## config.mk

```make
export PLATFORM = sky130hd
export DESIGN_NAME = contour_vertex_normals
export DESIGN_NICKNAME = d
export VERILOG_FILES = /design/src/hw/rtl/cvn_pkg.sv /design/src/hw/rtl/contour_vertex_normals.sv /design/src/hw/rtl/cvn_unit.sv
export SDC_FILE = /design/constraint.sdc
export NUM_CORES = 2
export LEC_CHECK = 0
export BUFFER_PORTS_ARGS = -buffer_cell sky130_fd_sc_hd__buf_2
export CAP_MARGIN = 20
export CORE_MARGIN = 3
export CORE_UTILIZATION = 55
export CTS_BUF_LIST = sky130_fd_sc_hd__clkbuf_8
export DETAILED_ROUTE_END_ITERATION = 8
export MAX_ROUTING_LAYER = met4
export PLACE_DENSITY = 0.71
export RECOVER_POWER = 100
export SYNTH_ARGS = -nofsm -noshare
export SYNTH_HDL_FRONTEND = slang
export SYNTH_SLANG_ARGS = --single-unit
```

## constraint.sdc

```tcl
create_clock -name clock -period 16 [get_ports clock]
set_clock_uncertainty 0.15 [all_clocks]
set_input_delay 1.6 -clock clock [delete_from_list [all_inputs] [get_ports clock]]
set_output_delay 1.6 -clock clock [all_outputs]
set_load 0.005 [all_outputs]
```

## src/hw/rtl/cvn_pkg.sv

```systemverilog
// ----------------------------------------------------------------------------
// cvn_pkg
// Shared constants and types of the contour vertex normals block.
// ----------------------------------------------------------------------------
`default_nettype none

package cvn_pkg;

   localparam int MAX_POINTS = 64;
   localparam int IDX_W      = $clog2(MAX_POINTS);
   localparam int SEEN_CAP   = MAX_POINTS + 2;
   localparam int SEEN_W     = $clog2(SEEN_CAP + 1);

   localparam int COORD_W    = 16;
   localparam int FRAC_BITS  = 14;
   localparam int OPND_W     = 18;   // edge deltas and normal sums
   localparam int MAG_W      = 17;
   localparam int EDGE_PRE   = 15;
   localparam int SUM_PRE    = 30 - FRAC_BITS;
   localparam int QUO_W      = 15;

   typedef struct packed {
      logic signed [COORD_W-1:0] y;
      logic signed [COORD_W-1:0] x;
   } point_type;

   // request to the normalizing unit
   typedef struct packed {
      logic                     start;
      logic                     sum_mode;
      logic signed [OPND_W-1:0] a;
      logic signed [OPND_W-1:0] b;
   } uv_req_type;

   // unit vector back from the normalizing unit
   typedef struct packed {
      logic                      done;
      logic signed [COORD_W-1:0] ua;
      logic signed [COORD_W-1:0] ub;
   } uv_rsp_type;

endpackage

`default_nettype wire

```

## src/hw/rtl/contour_vertex_normals.sv

```systemverilog
// ----------------------------------------------------------------------------
// contour_vertex_normals
// Unit 2D vertex normals (Q1.14) of closed contours streamed point by point.
// ----------------------------------------------------------------------------
// Usage:
//  - Request channel (req_*): one contour point per request; set
//    req_end_of_slice on the last point of a contour. req_stall is high
//    while the block works on the previous request.
//  - Response channel (rsp_*): one vertex normal per response with its index
//    in the contour; rsp_last_of_slice marks the final normal of a contour.
//  - An ordinary point yields the normal of the previous vertex (none for
//    points 0 and 1); a closing point yields up to three normals.
//  - Each normal takes three vector normalizations in one shared unit, each
//    of 32 square-root steps and two 15-step divides, one after the other.
//    Points that produce no normal are taken every cycle.
//  - A stalled response holds in the output register; the next request is
//    taken once the last normal of the current one is loaded there.
//  - Reset (synchronous) clears the contour state and drops rsp_valid.
// ----------------------------------------------------------------------------
`default_nettype none

module contour_vertex_normals (
   input  logic                                 clock,
   input  logic                                 reset,
   input  logic                                 req_valid,
   output logic                                 req_stall,
   input  logic signed [cvn_pkg::COORD_W-1:0]   req_pos_x,
   input  logic signed [cvn_pkg::COORD_W-1:0]   req_pos_y,
   input  logic                                 req_end_of_slice,
   output logic                                 rsp_valid,
   input  logic                                 rsp_stall,
   output logic signed [cvn_pkg::COORD_W-1:0]   rsp_normal_x,
   output logic signed [cvn_pkg::COORD_W-1:0]   rsp_normal_y,
   output logic        [cvn_pkg::IDX_W-1:0]     rsp_point_index,
   output logic                                 rsp_last_of_slice
);
   import cvn_pkg::*;

   localparam logic [2:0] S_IDLE = 3'd0;
   localparam logic [2:0] S_EA   = 3'd1;
   localparam logic [2:0] S_EB   = 3'd2;
   localparam logic [2:0] S_SUM  = 3'd3;
   localparam logic [2:0] S_EMIT = 3'd4;

   logic [2:0]          state_ff, state_in;
   logic                start_ff, start_in;
   point_type           first_ff, first_in, second_ff, second_in;
   point_type           older_ff, older_in, newest_ff, newest_in;
   logic [SEEN_W-1:0]   seen_ff, seen_in;
   point_type           job_prev_ff [3];
   point_type           job_prev_in [3];
   point_type           job_cur_ff  [3];
   point_type           job_cur_in  [3];
   point_type           job_next_ff [3];
   point_type           job_next_in [3];
   logic [IDX_W-1:0]    job_idx_ff  [3];
   logic [IDX_W-1:0]    job_idx_in  [3];
   logic                job_last_ff [3];
   logic                job_last_in [3];
   logic [1:0]          job_cnt_ff, job_cnt_in, job_sel_ff, job_sel_in;
   logic signed [COORD_W-1:0] ax_ff, ax_in, ay_ff, ay_in, bx_ff, bx_in, by_ff, by_in;
   logic signed [COORD_W-1:0] rx_ff, rx_in, ry_ff, ry_in;
   logic                rsp_valid_ff, rsp_valid_in;
   logic signed [COORD_W-1:0] rsp_x_ff, rsp_x_in, rsp_y_ff, rsp_y_in;
   logic [IDX_W-1:0]    rsp_idx_ff, rsp_idx_in;
   logic                rsp_last_ff, rsp_last_in;

   logic                accept;
   logic                out_free;
   point_type           pnt;
   point_type           cur_prev, cur_pnt, cur_next;
   uv_req_type          uv_req;
   uv_rsp_type          uv_rsp;
   logic [IDX_W-1:0]    idx_k, idx_km1;

   function automatic logic [IDX_W-1:0] clamp_idx(input logic [SEEN_W-1:0] order);
      if (order > SEEN_W'(MAX_POINTS - 1)) begin
         return IDX_W'(MAX_POINTS - 1);
      end
      return order[IDX_W-1:0];
   endfunction

   function automatic logic signed [OPND_W-1:0] sx(input logic signed [COORD_W-1:0] v);
      return {{(OPND_W-COORD_W){v[COORD_W-1]}}, v};
   endfunction

   assign accept   = req_valid && !req_stall;
   assign out_free = !rsp_valid_ff || !rsp_stall;
   assign pnt.x    = req_pos_x;
   assign pnt.y    = req_pos_y;
   assign idx_k    = clamp_idx(seen_ff);
   assign idx_km1  = clamp_idx(seen_ff - SEEN_W'(1));

   // operands of the current normalization
   assign cur_prev = job_prev_ff[job_sel_ff];
   assign cur_pnt  = job_cur_ff[job_sel_ff];
   assign cur_next = job_next_ff[job_sel_ff];

   always_comb begin
      uv_req.start    = start_ff;
      uv_req.sum_mode = (state_ff == S_SUM);
      unique case (state_ff)
         S_EA: begin
            uv_req.a = sx(cur_pnt.x) - sx(cur_prev.x);
            uv_req.b = sx(cur_pnt.y) - sx(cur_prev.y);
         end
         S_EB: begin
            uv_req.a = sx(cur_next.x) - sx(cur_pnt.x);
            uv_req.b = sx(cur_next.y) - sx(cur_pnt.y);
         end
         S_SUM: begin
            uv_req.a = sx(ay_ff) + sx(by_ff);
            uv_req.b = -(sx(ax_ff) + sx(bx_ff));
         end
         default: begin
            uv_req.a = '0;
            uv_req.b = '0;
         end
      endcase
   end

   cvn_unit u_unit (
      .clock (clock),
      .reset (reset),
      .req   (uv_req),
      .rsp   (uv_rsp)
   );

   // contour tracking, job setup and normal sequencing
   always_comb begin
      state_in     = state_ff;
      start_in     = 1'b0;
      first_in     = first_ff;
      second_in    = second_ff;
      older_in     = older_ff;
      newest_in    = newest_ff;
      seen_in      = seen_ff;
      job_prev_in  = job_prev_ff;
      job_cur_in   = job_cur_ff;
      job_next_in  = job_next_ff;
      job_idx_in   = job_idx_ff;
      job_last_in  = job_last_ff;
      job_cnt_in   = job_cnt_ff;
      job_sel_in   = job_sel_ff;
      ax_in        = ax_ff;
      ay_in        = ay_ff;
      bx_in        = bx_ff;
      by_in        = by_ff;
      rx_in        = rx_ff;
      ry_in        = ry_ff;
      rsp_valid_in = rsp_valid_ff && rsp_stall;
      rsp_x_in     = rsp_x_ff;
      rsp_y_in     = rsp_y_ff;
      rsp_idx_in   = rsp_idx_ff;
      rsp_last_in  = rsp_last_ff;
      unique case (state_ff)
         S_IDLE: begin
            if (accept) begin
               job_sel_in = '0;
               job_cnt_in = '0;
               if (!req_end_of_slice) begin
                  if (seen_ff == '0) begin
                     first_in = pnt;
                  end else if (seen_ff == SEEN_W'(1)) begin
                     second_in = pnt;
                  end else begin
                     job_prev_in[0] = older_ff;
                     job_cur_in[0]  = newest_ff;
                     job_next_in[0] = pnt;
                     job_idx_in[0]  = idx_km1;
                     job_last_in[0] = 1'b0;
                     job_cnt_in     = 2'd1;
                  end
                  older_in  = newest_ff;
                  newest_in = pnt;
                  if (seen_ff != SEEN_W'(SEEN_CAP)) begin
                     seen_in = seen_ff + SEEN_W'(1);
                  end
               end else begin
                  if (seen_ff == '0) begin
                     job_prev_in[0] = pnt;
                     job_cur_in[0]  = pnt;
                     job_next_in[0] = pnt;
                     job_idx_in[0]  = '0;
                     job_last_in[0] = 1'b1;
                     job_cnt_in     = 2'd1;
                  end else if (seen_ff == SEEN_W'(1)) begin
                     job_prev_in[0] = first_ff;
                     job_cur_in[0]  = pnt;
                     job_next_in[0] = first_ff;
                     job_idx_in[0]  = IDX_W'(1);
                     job_last_in[0] = 1'b0;
                     job_prev_in[1] = pnt;
                     job_cur_in[1]  = first_ff;
                     job_next_in[1] = pnt;
                     job_idx_in[1]  = '0;
                     job_last_in[1] = 1'b1;
                     job_cnt_in     = 2'd2;
                  end else begin
                     job_prev_in[0] = older_ff;
                     job_cur_in[0]  = newest_ff;
                     job_next_in[0] = pnt;
                     job_idx_in[0]  = idx_km1;
                     job_last_in[0] = 1'b0;
                     job_prev_in[1] = newest_ff;
                     job_cur_in[1]  = pnt;
                     job_next_in[1] = first_ff;
                     job_idx_in[1]  = idx_k;
                     job_last_in[1] = 1'b0;
                     job_prev_in[2] = pnt;
                     job_cur_in[2]  = first_ff;
                     job_next_in[2] = second_ff;
                     job_idx_in[2]  = '0;
                     job_last_in[2] = 1'b1;
                     job_cnt_in     = 2'd3;
                  end
                  first_in  = '0;
                  second_in = '0;
                  older_in  = '0;
                  newest_in = '0;
                  seen_in   = '0;
               end
               if (job_cnt_in != '0) begin
                  state_in = S_EA;
                  start_in = 1'b1;
               end
            end
         end
         S_EA: begin
            if (uv_rsp.done) begin
               ax_in    = uv_rsp.ua;
               ay_in    = uv_rsp.ub;
               state_in = S_EB;
               start_in = 1'b1;
            end
         end
         S_EB: begin
            if (uv_rsp.done) begin
               bx_in    = uv_rsp.ua;
               by_in    = uv_rsp.ub;
               state_in = S_SUM;
               start_in = 1'b1;
            end
         end
         S_SUM: begin
            if (uv_rsp.done) begin
               rx_in    = uv_rsp.ua;
               ry_in    = uv_rsp.ub;
               state_in = S_EMIT;
            end
         end
         S_EMIT: begin
            if (out_free) begin
               rsp_valid_in = 1'b1;
               rsp_x_in     = rx_ff;
               rsp_y_in     = ry_ff;
               rsp_idx_in   = job_idx_ff[job_sel_ff];
               rsp_last_in  = job_last_ff[job_sel_ff];
               if (job_sel_ff + 2'd1 == job_cnt_ff) begin
                  state_in = S_IDLE;
               end else begin
                  job_sel_in = job_sel_ff + 2'd1;
                  state_in   = S_EA;
                  start_in   = 1'b1;
               end
            end
         end
         default: begin
            state_in = S_IDLE;
         end
      endcase
   end

   always_ff @(posedge clock) begin
      if (reset) begin
         state_ff     <= S_IDLE;
         start_ff     <= 1'b0;
         rsp_valid_ff <= 1'b0;
         first_ff     <= '0;
         second_ff    <= '0;
         older_ff     <= '0;
         newest_ff    <= '0;
         seen_ff      <= '0;
      end else begin
         state_ff     <= state_in;
         start_ff     <= start_in;
         rsp_valid_ff <= rsp_valid_in;
         first_ff     <= first_in;
         second_ff    <= second_in;
         older_ff     <= older_in;
         newest_ff    <= newest_in;
         seen_ff      <= seen_in;
      end
      job_prev_ff <= job_prev_in;
      job_cur_ff  <= job_cur_in;
      job_next_ff <= job_next_in;
      job_idx_ff  <= job_idx_in;
      job_last_ff <= job_last_in;
      job_cnt_ff  <= job_cnt_in;
      job_sel_ff  <= job_sel_in;
      ax_ff       <= ax_in;
      ay_ff       <= ay_in;
      bx_ff       <= bx_in;
      by_ff       <= by_in;
      rx_ff       <= rx_in;
      ry_ff       <= ry_in;
      rsp_x_ff    <= rsp_x_in;
      rsp_y_ff    <= rsp_y_in;
      rsp_idx_ff  <= rsp_idx_in;
      rsp_last_ff <= rsp_last_in;
   end

   assign req_stall         = (state_ff != S_IDLE);
   assign rsp_valid         = rsp_valid_ff;
   assign rsp_normal_x      = rsp_x_ff;
   assign rsp_normal_y      = rsp_y_ff;
   assign rsp_point_index   = rsp_idx_ff;
   assign rsp_last_of_slice = rsp_last_ff;

endmodule

`default_nettype wire

```

## src/hw/rtl/cvn_unit.sv

```systemverilog
// ----------------------------------------------------------------------------
// cvn_unit
// Iterative vector normalizer: squares with one shared multiplier, takes an
// integer square root two bits per step, then divides each component by the
// length with a restoring divider, one quotient bit per step.
// ----------------------------------------------------------------------------
`default_nettype none

module cvn_unit (
   input  logic              clock,
   input  logic              reset,
   input  cvn_pkg::uv_req_type req,
   output cvn_pkg::uv_rsp_type rsp
);
   import cvn_pkg::*;

   localparam logic [2:0] U_IDLE  = 3'd0;
   localparam logic [2:0] U_SQA   = 3'd1;
   localparam logic [2:0] U_SQB   = 3'd2;
   localparam logic [2:0] U_SQRT  = 3'd3;
   localparam logic [2:0] U_DLOAD = 3'd4;
   localparam logic [2:0] U_DIV   = 3'd5;
   localparam logic [2:0] U_DONE  = 3'd6;

   localparam logic [QUO_W-1:0] ONE_Q = QUO_W'(1 << FRAC_BITS);

   logic [2:0]        state_ff, state_in;
   logic              neg_a_ff, neg_a_in, neg_b_ff, neg_b_in;
   logic              sum_ff, sum_in;
   logic              sel_b_ff, sel_b_in;
   logic [MAG_W-1:0]  mag_a_ff, mag_a_in, mag_b_ff, mag_b_in;
   logic [34:0]       acc_ff, acc_in;
   logic [63:0]       v_ff, v_in, res_ff, res_in, bit_ff, bit_in;
   logic [31:0]       rem_ff, rem_in;
   logic [QUO_W-1:0]  nlo_ff, nlo_in, q_ff, q_in, qa_ff, qa_in, qb_ff, qb_in;
   logic [3:0]        cnt_ff, cnt_in;

   logic [MAG_W-1:0]  mul_op;
   logic [33:0]       prod;
   logic [63:0]       trial;
   logic [5:0]        sq_shift;
   logic [5:0]        div_shift;
   logic [MAG_W-1:0]  div_mag;
   logic [47:0]       num;
   logic [32:0]       div_t;
   logic [QUO_W-1:0]  qa_c, qb_c;
   logic [OPND_W-1:0] abs_a, abs_b;

   // shared multiplier
   assign mul_op = (state_ff == U_SQB) ? mag_b_ff : mag_a_ff;
   assign prod   = {{(34-MAG_W){1'b0}}, mul_op} * {{(34-MAG_W){1'b0}}, mul_op};

   assign trial     = res_ff + bit_ff;
   assign sq_shift  = sum_ff ? 6'(2 * SUM_PRE) : 6'(2 * EDGE_PRE);
   assign div_shift = sum_ff ? 6'(SUM_PRE + FRAC_BITS) : 6'(EDGE_PRE + FRAC_BITS);
   assign div_mag   = sel_b_ff ? mag_b_ff : mag_a_ff;
   assign num       = ({{(48-MAG_W){1'b0}}, div_mag} << div_shift)
                    + {17'b0, res_ff[31:1]};
   assign div_t     = {rem_ff, nlo_ff[QUO_W-1]};

   assign abs_a = req.a[OPND_W-1] ? -req.a : req.a;
   assign abs_b = req.b[OPND_W-1] ? -req.b : req.b;

   // sequencer
   always_comb begin
      state_in = state_ff;
      neg_a_in = neg_a_ff;
      neg_b_in = neg_b_ff;
      sum_in   = sum_ff;
      sel_b_in = sel_b_ff;
      mag_a_in = mag_a_ff;
      mag_b_in = mag_b_ff;
      acc_in   = acc_ff;
      v_in     = v_ff;
      res_in   = res_ff;
      bit_in   = bit_ff;
      rem_in   = rem_ff;
      nlo_in   = nlo_ff;
      q_in     = q_ff;
      qa_in    = qa_ff;
      qb_in    = qb_ff;
      cnt_in   = cnt_ff;
      unique case (state_ff)
         U_IDLE: begin
            if (req.start) begin
               neg_a_in = req.a[OPND_W-1];
               neg_b_in = req.b[OPND_W-1];
               mag_a_in = abs_a[MAG_W-1:0];
               mag_b_in = abs_b[MAG_W-1:0];
               sum_in   = req.sum_mode;
               state_in = U_SQA;
            end
         end
         U_SQA: begin
            acc_in   = {1'b0, prod};
            state_in = U_SQB;
         end
         U_SQB: begin
            acc_in = acc_ff + {1'b0, prod};
            if (acc_in == '0) begin
               qa_in    = '0;
               qb_in    = '0;
               state_in = U_DONE;
            end else begin
               v_in     = {29'b0, acc_in} << sq_shift;
               res_in   = '0;
               bit_in   = 64'h4000_0000_0000_0000;
               state_in = U_SQRT;
            end
         end
         U_SQRT: begin
            if (v_ff >= trial) begin
               v_in   = v_ff - trial;
               res_in = (res_ff >> 1) + bit_ff;
            end else begin
               res_in = res_ff >> 1;
            end
            bit_in = bit_ff >> 2;
            if (bit_ff[0]) begin
               sel_b_in = 1'b0;
               state_in = U_DLOAD;
            end
         end
         U_DLOAD: begin
            rem_in   = num[46:QUO_W];
            nlo_in   = num[QUO_W-1:0];
            q_in     = '0;
            cnt_in   = '0;
            state_in = U_DIV;
         end
         U_DIV: begin
            if (div_t >= {1'b0, res_ff[31:0]}) begin
               rem_in = 32'(div_t - {1'b0, res_ff[31:0]});
               q_in   = {q_ff[QUO_W-2:0], 1'b1};
            end else begin
               rem_in = div_t[31:0];
               q_in   = {q_ff[QUO_W-2:0], 1'b0};
            end
            nlo_in = nlo_ff << 1;
            cnt_in = cnt_ff + 4'd1;
            if (cnt_ff == 4'(QUO_W - 1)) begin
               if (!sel_b_ff) begin
                  qa_in    = q_in;
                  sel_b_in = 1'b1;
                  state_in = U_DLOAD;
               end else begin
                  qb_in    = q_in;
                  state_in = U_DONE;
               end
            end
         end
         U_DONE: begin
            state_in = U_IDLE;
         end
         default: begin
            state_in = U_IDLE;
         end
      endcase
   end

   always_ff @(posedge clock) begin
      if (reset) begin
         state_ff <= U_IDLE;
      end else begin
         state_ff <= state_in;
      end
      neg_a_ff <= neg_a_in;
      neg_b_ff <= neg_b_in;
      sum_ff   <= sum_in;
      sel_b_ff <= sel_b_in;
      mag_a_ff <= mag_a_in;
      mag_b_ff <= mag_b_in;
      acc_ff   <= acc_in;
      v_ff     <= v_in;
      res_ff   <= res_in;
      bit_ff   <= bit_in;
      rem_ff   <= rem_in;
      nlo_ff   <= nlo_in;
      q_ff     <= q_in;
      qa_ff    <= qa_in;
      qb_ff    <= qb_in;
      cnt_ff   <= cnt_in;
   end

   // clamp to 1.0 and restore signs
   assign qa_c = (qa_ff > ONE_Q) ? ONE_Q : qa_ff;
   assign qb_c = (qb_ff > ONE_Q) ? ONE_Q : qb_ff;

   assign rsp.done = (state_ff == U_DONE);
   assign rsp.ua   = neg_a_ff ? -{1'b0, qa_c} : {1'b0, qa_c};
   assign rsp.ub   = neg_b_ff ? -{1'b0, qb_c} : {1'b0, qb_c};

endmodule

`default_nettype wire

```

# After elaboration in Yosys (flattened, before gate mapping)
# Index checks and enable logic that the tools add are counted.
dict set report totals {
  output_inout_bits 41
  reg_bits 944
  inputBits 37
}
dict set report op_classes {
  n_lt_le_gt_ge 7
  addsub 21
  muxes 124
  shift 2
  n_bitwise 3
  n_eq_ne 31
  multipliers 1
  reduce_logical 42
}
# cell n
set ops {}
lappend ops {{32-bit 2-to-1 mux} 26}
lappend ops {{64-bit 2-to-1 mux} 8}
lappend ops {{64-bit case mux with 2 select lines} 3}
lappend ops {{32-bit binary-select mux with 2-bit select} 3}
lappend ops {{36-bit case mux with 3 select lines} 1}
lappend ops {{15-bit 2-to-1 mux} 7}
lappend ops {{15-bit case mux with 2 select lines} 3}
lappend ops {{35-bit case mux with 2 select lines} 1}
lappend ops {{17-bit 2-to-1 mux} 4}
lappend ops {{16-bit by 16-bit subtractor with 17-bit output} 4}
lappend ops {{6-bit 2-to-1 mux} 11}
lappend ops {{63-bit by 64-bit adder with 64-bit output} 1}
lappend ops {{64-bit adder} 1}
lappend ops {{64-bit >= comparator} 1}
lappend ops {{32-bit case mux with 2 select lines} 1}
lappend ops {{35-bit by 6-bit left shift with 64-bit output} 1}
lappend ops {{64-bit subtractor} 1}
lappend ops {{47-bit by 31-bit adder with 47-bit output} 1}
lappend ops {{17-bit by 6-bit left shift with 47-bit output} 1}
lappend ops {{35-bit by 34-bit adder with 35-bit output} 1}
lappend ops {{35-bit logical NOT} 1}
lappend ops {{16-bit by 16-bit adder with 17-bit output} 2}
lappend ops {{17-bit by 17-bit multiplier with 34-bit output} 1}
lappend ops {{17-bit negator} 2}
lappend ops {{50 further kinds} 145}

# Depth between registers and ports, before layout
dict set report depth {
  word_depth 10
  ltp_mapped 45
  mapped_depth_nobuf 40
}

# Cells and area by module
# From an unflattened synthesis, not the netlist that was laid out.
dict set report hier_totals {
  cells_unflattened 6690
  area_unflattened_um2 63499.7
}
# module n_inst seq_area_each_um2 area_each_um2 cells_per_inst
set by_module_without_submodules {}
lappend by_module_without_submodules {cvn_unit 1 9909.5 35134.9 3976}
lappend by_module_without_submodules {contour_vertex_normals 1 16045.4 28364.7 2714}

# Worst setup path before layout
# No wires, ideal clock.
dict set report synth_path {
  kind {reg2reg}
  from {register u_unit.state_ff[2]}
  to {register u_unit.bit_ff[0] (enable)}
  stages_incl_launch_ff 41
  t_required_ps 15388
  path_slack_ps 4016
  arrival_ps 11372
  synth_period_minus_slack_ps 11984
  n_path_buf 6
  cell_sequence {dfxtp_1 > clkbuf_1 > nor2b_1 > clkbuf_1 > nand2b_1 > buf_1 > clkbuf_1 > nand2_1 > nand2_1 > clkbuf_1 > nand2_1 > fa_1 > fa_1 > fa_1 > inv_1 > ha_1 > inv_1 > fa_1 > (+5 left out) > a221o_1 > a21o_1 > a21oi_1 > o21bai_1 > a21oi_1 > xnor2_1 > ha_1 > clkbuf_1 > a21oi_1 > o21ai_0 > a221o_1 > a2bb2oi_1 > o211ai_1 > a221o_1 > xnor2_1 > nand4_1 > nand4bb_4 > o21a_1}
}
dict set report synth_via {
  elab_chain_len 7
}
# element line_no
set synth_rtl {}
lappend synth_rtl {{start: declaration} cvn_unit.sv:27} ;# logic [2:0] state_ff, state_in;
lappend synth_rtl {{start signal: assignment} cvn_unit.sv:165} ;# state_ff <= state_in;
lappend synth_rtl {{3-bit by 2-bit equality test with 1-bit output} {cvn_unit.sv:50, cvn_unit.sv:83}}
lappend synth_rtl {{17-bit 2-to-1 mux} cvn_unit.sv:50} ;# assign mul_op = (state_ff == U_SQB) ? mag_b_ff : mag_a_ff;
lappend synth_rtl {{17-bit by 17-bit multiplier with 34-bit output} cvn_unit.sv:51} ;# assign prod = {{(34-MAG_W){1'b0}}, mul_op} * {{(34-MAG_W){1'b0}}, mul_op};
lappend synth_rtl {{35-bit by 34-bit adder with 35-bit output} cvn_unit.sv:99} ;# acc_in = acc_ff + {1'b0, prod};
lappend synth_rtl {{35-bit logical NOT} cvn_unit.sv:100} ;# if (acc_in == '0) begin
lappend synth_rtl {{2-bit inequality test (no source line)} n/a}
lappend synth_rtl {{2-bit AND reduction (no source line) *} n/a}
lappend synth_rtl {{end signal: assignment} cvn_unit.sv:176} ;# bit_ff <= bit_in;
lappend synth_rtl {{end: declaration} cvn_unit.sv:33} ;# logic [63:0] v_ff, v_in, res_ff, res_in, bit_ff, bit_in;
# Mark *: on every way between the ends. The rest lies on a longest branch, timed or not.
# A chain may end at the register's enable or synchronous reset.

# Final worst setup path
dict set report layout_path {
  from {register u_unit.state_ff[1]}
  to {register u_unit.res_ff[7] (enable)}
}
dict set report layout_via {
  elab_chain_len 7
}
# element line_no
set layout_rtl {}
lappend layout_rtl {{3-bit by 2-bit equality test with 1-bit output} {cvn_unit.sv:50, cvn_unit.sv:83}}
lappend layout_rtl {{17-bit 2-to-1 mux} cvn_unit.sv:50}
lappend layout_rtl {{17-bit by 17-bit multiplier with 34-bit output} cvn_unit.sv:51}
lappend layout_rtl {{35-bit by 34-bit adder with 35-bit output} cvn_unit.sv:99}
lappend layout_rtl {{35-bit logical NOT} cvn_unit.sv:100}
lappend layout_rtl {{2-bit inequality test (no source line)} n/a}
lappend layout_rtl {{2-bit AND reduction (no source line) *} n/a}
lappend layout_rtl {{end signal: assignment} cvn_unit.sv:175} ;# res_ff <= res_in;
lappend layout_rtl {{end: declaration} cvn_unit.sv:33}
# Marked as above.

==> impl_metrics.csv <==
group,metric,value,unit
outcome,status,"finished, violations left",
outcome,violations,"max-capacitance violations, max-slew violations",
clocking,hold_buffers,0,
timing,final.setup.tns,0,ns
synthesis,synth-compound-area-share,0.157,
synthesis,synth_top_family_by_area,"compound AO/OA/AOI/OAI gates",
cells_and_area,fill_cells,9966,
timing,relSlewSlack,-2.14,
synthesis,synth_edf_count,769,
routing,first_pass_iters,8,
placed_design,dp_hpwl,130000,um
routing,met3_length,12500,um
routing,drc,0,
routing,num_vias,50900,
setup_path,critPathKind,"reg2reg",
timing,max_freq,0.0735,GHz
synthesis,yosys_warnings,0,
timing,setup_viol,0,
synthesis,synthDistinctLibCells,100,
setup_path,path_common_cell,"inv_1",
timing,finalHoldViolations,0,
clocking,numCtsBuffers,156,
clocking,post_cts_resized,0,
floorplan,core_area,115000,um2
cells_and_area,final_util,0.593,
routing,wl_met1,75100,um
synthesis,synthAdderAreaFrac,0.147,
timing,rsz0062_at_grt,"no",
synthesis,synth_seq_cells,912,
routing,via_per_inst,6.09,
clocking,cts_sinks,912,
routing,ant_nets,0,
timing,tightest_slew,4.71,ns
synthesis,async_flop_share,0,
routing,drt_iter0_markers,4917,
run,cap_viol_max_count,43,
global_routing,grt_use_total,0.304,
floorplan,io_pins,78,
cells_and_area,final_nets,7370,
worst_hold_path,holdPathStages,0,
synthesis,ys_seq_area_frac,0.407,
floorplan,fp.dieArea,120000,um2
routing,highest_layer,"met4",
routing,wl,180000,um
timing,fin_crit,13.61,ns
timing,slew_violations,1883,
global_routing,grt_pass1_vias,49400,
clocking,insertion_delay,0.91,ns
placed_design,io_buffers,77,
clocking,cts_setup_buffers,0,
clocking,clk_path_buf_depth,3,
global_routing,grt_pass1_wl,279000,um
cells_and_area,multi_input_area,34900,um2
placed_design,dpl_worst_slack,3.62,ns
floorplan,rows,124,
setup_path,crit_required,16.34,ns
synthesis,synth_mux_area_frac,0.0366,
setup_path,critPathMaxStageDelay,1.19,ns
global_routing,grt_max_degree,106,
setup_path,critPathCaptureType,"register",
routing,wl_met2,85600,um
timing,setup_slack,2.39,ns
floorplan,dieHeight,346,um
clocking,clk_pin_slew,0.06,ns
synthesis,yosys.area_share.simple,0.156,
timing,hold-worst-slack,0.264,ns
timing,post-route-period-util,0.850,
clocking,cts_tree,"done",
cells_and_area,regArea,26000,um2
synthesis,synth-xor-area-share,0.0500,
global_routing,antenna_found_initial,5,
synthesis,mappedNetlistArea,63700,um2
synthesis,synth_nets,7395,
setup_path,rr_worst_depth,40,
synthesis,ys.flop_type,"edfxtp_1",
setup_path,cp-start-kind,"register",
clocking,cts_root_buffer,"clkbuf_8",
global_routing,grt.overflow.total,0,
synthesis,syn-instance-count,6730,
cells_and_area,drive_gt1_frac,0.0540,
setup_path,slowest_stage,"clkbuf_1",
setup_path,worstPathMaxFanout,65,
placed_design,routabilityCongestion,0.984,
setup_path,arrival,13.94,ns
clocking,htreeDepth,4,
worst_hold_path,hp-class,"reg2reg",
floorplan,die_x,346,um
cells_and_area,syn2layout_area_growth,6.73,%
floorplan,start_util,0.556,
synthesis,synth_area_per_cell,9.47,um2
routing,wl_per_cell,21.5,um
==> state kept, by name, indices dropped and copies added (netlist names), 32 cells and up <==
signal	flops
job_cur_ff	96
u_unit.v_ff	64
job_prev_ff	96
u_unit.bit_ff	32
second_ff	32
u_unit.res_ff	64
older_ff	32
u_unit.acc_ff	35
job_next_ff	96
u_unit.rem_ff	32
newest_ff	32
first_ff	32
==> cell usage in the layout (no fill, tap or decap), types with 76 or more instances in the layout <==
cell,count
o21ai_0,350
ha_1,424
nor2_1,658
a31oi_1,86
a21oi_1,530
nand2_1,966
xor2_1,154
nand3_1,90
fa_1,204
a21o_1,105
edfxtp_1,769
dfxtp_1,142
nor3_1,85
xnor2_1,210
inv_1,502
clkbuf_8,171
clkbuf_1,90
mux2i_1,154
a211oi_1,88
a22oi_1,76
and3_1,90
==> cell usage after synthesis, types with 88 or more instances <==
master,number,area [um2]
a211oi_1,88,661
ha_1,424,5310
mux2i_1,154,1540
edfxtp_1,769,23100
xor2_1,154,1350
nand2_1,967,3630
nand3_1,90,450
inv_1,442,1660
a21oi_1,529,2650
o21ai_0,342,1710
xnor2_1,210,1840
and3_1,89,557
fa_1,204,4080
nor2_1,661,2480
clkbuf_1,247,927
dfxtp_1,143,2860
a21o_1,105,788
==> path summary, 6_finish.rpt <==
| check | endpoint | slack [ns] | startpoint |
|---|---|---|---|
| max | u_unit.res_ff[7] | 2.39 | u_unit.state_ff[1] |
| min | rsp_normal_y[7] | 0.26 | ry_ff[7] |
| max reg2reg | u_unit.res_ff[7] | 2.39 | u_unit.state_ff[1] |
| min reg2reg | rsp_normal_y[7] | 0.26 | ry_ff[7] |
==> routing by layer <==
metal	up-vias	GRT usage
li1	23900	-
met1	24600	0.391
met2	2008	0.489
met3	350	0.0414
met4	0	0.117
met5	-	-
==> cell type report <==
type | count | share of cell area
Tap cell | 1512 | 0.0278
Inverter | 449 | 0.0248
Clock inverter | 117 | 0.00933
Multi-Input combinational cell | 5050 | 0.512
Clock buffer | 171 | 0.0346
Antenna cell | 6 | 0.000221
Sequential cell | 912 | 0.382
Timing Repair Buffer | 136 | 0.00933
==> critical path: cells and delay by family, from the launching register on <==
family                     cells  cell delay, ns
AOI/OAI and AO/OA             14            3.69
buffers and inverters         10            3.68
adders and majority gates      8            3.22
and+or+nand+nor                5            1.24
DFF                            1            0.47
xor gates and xnor gates       2            0.34
muxes                          1            0.24
==> cell families after synthesis <==
group | count (synthesis)
simple gates | 2244
compound gates | 1605
flops | 912
buf+inv | 768
fa+ha+maj | 628
xor+xnor | 364
mux | 208
other cells | 1
==> through the flow <==
step,cells,area (um2)
after detailed placement,8058,65400
after global placement,8057,65400
final,8353,68000
after CTS,8346,68400
after floorplan,6730,63700
after global routing,8351,68000
Power is left out: the tool's default activity adds up to more than one toggle a clock period on the data nets, which glitch-free logic cannot reach.
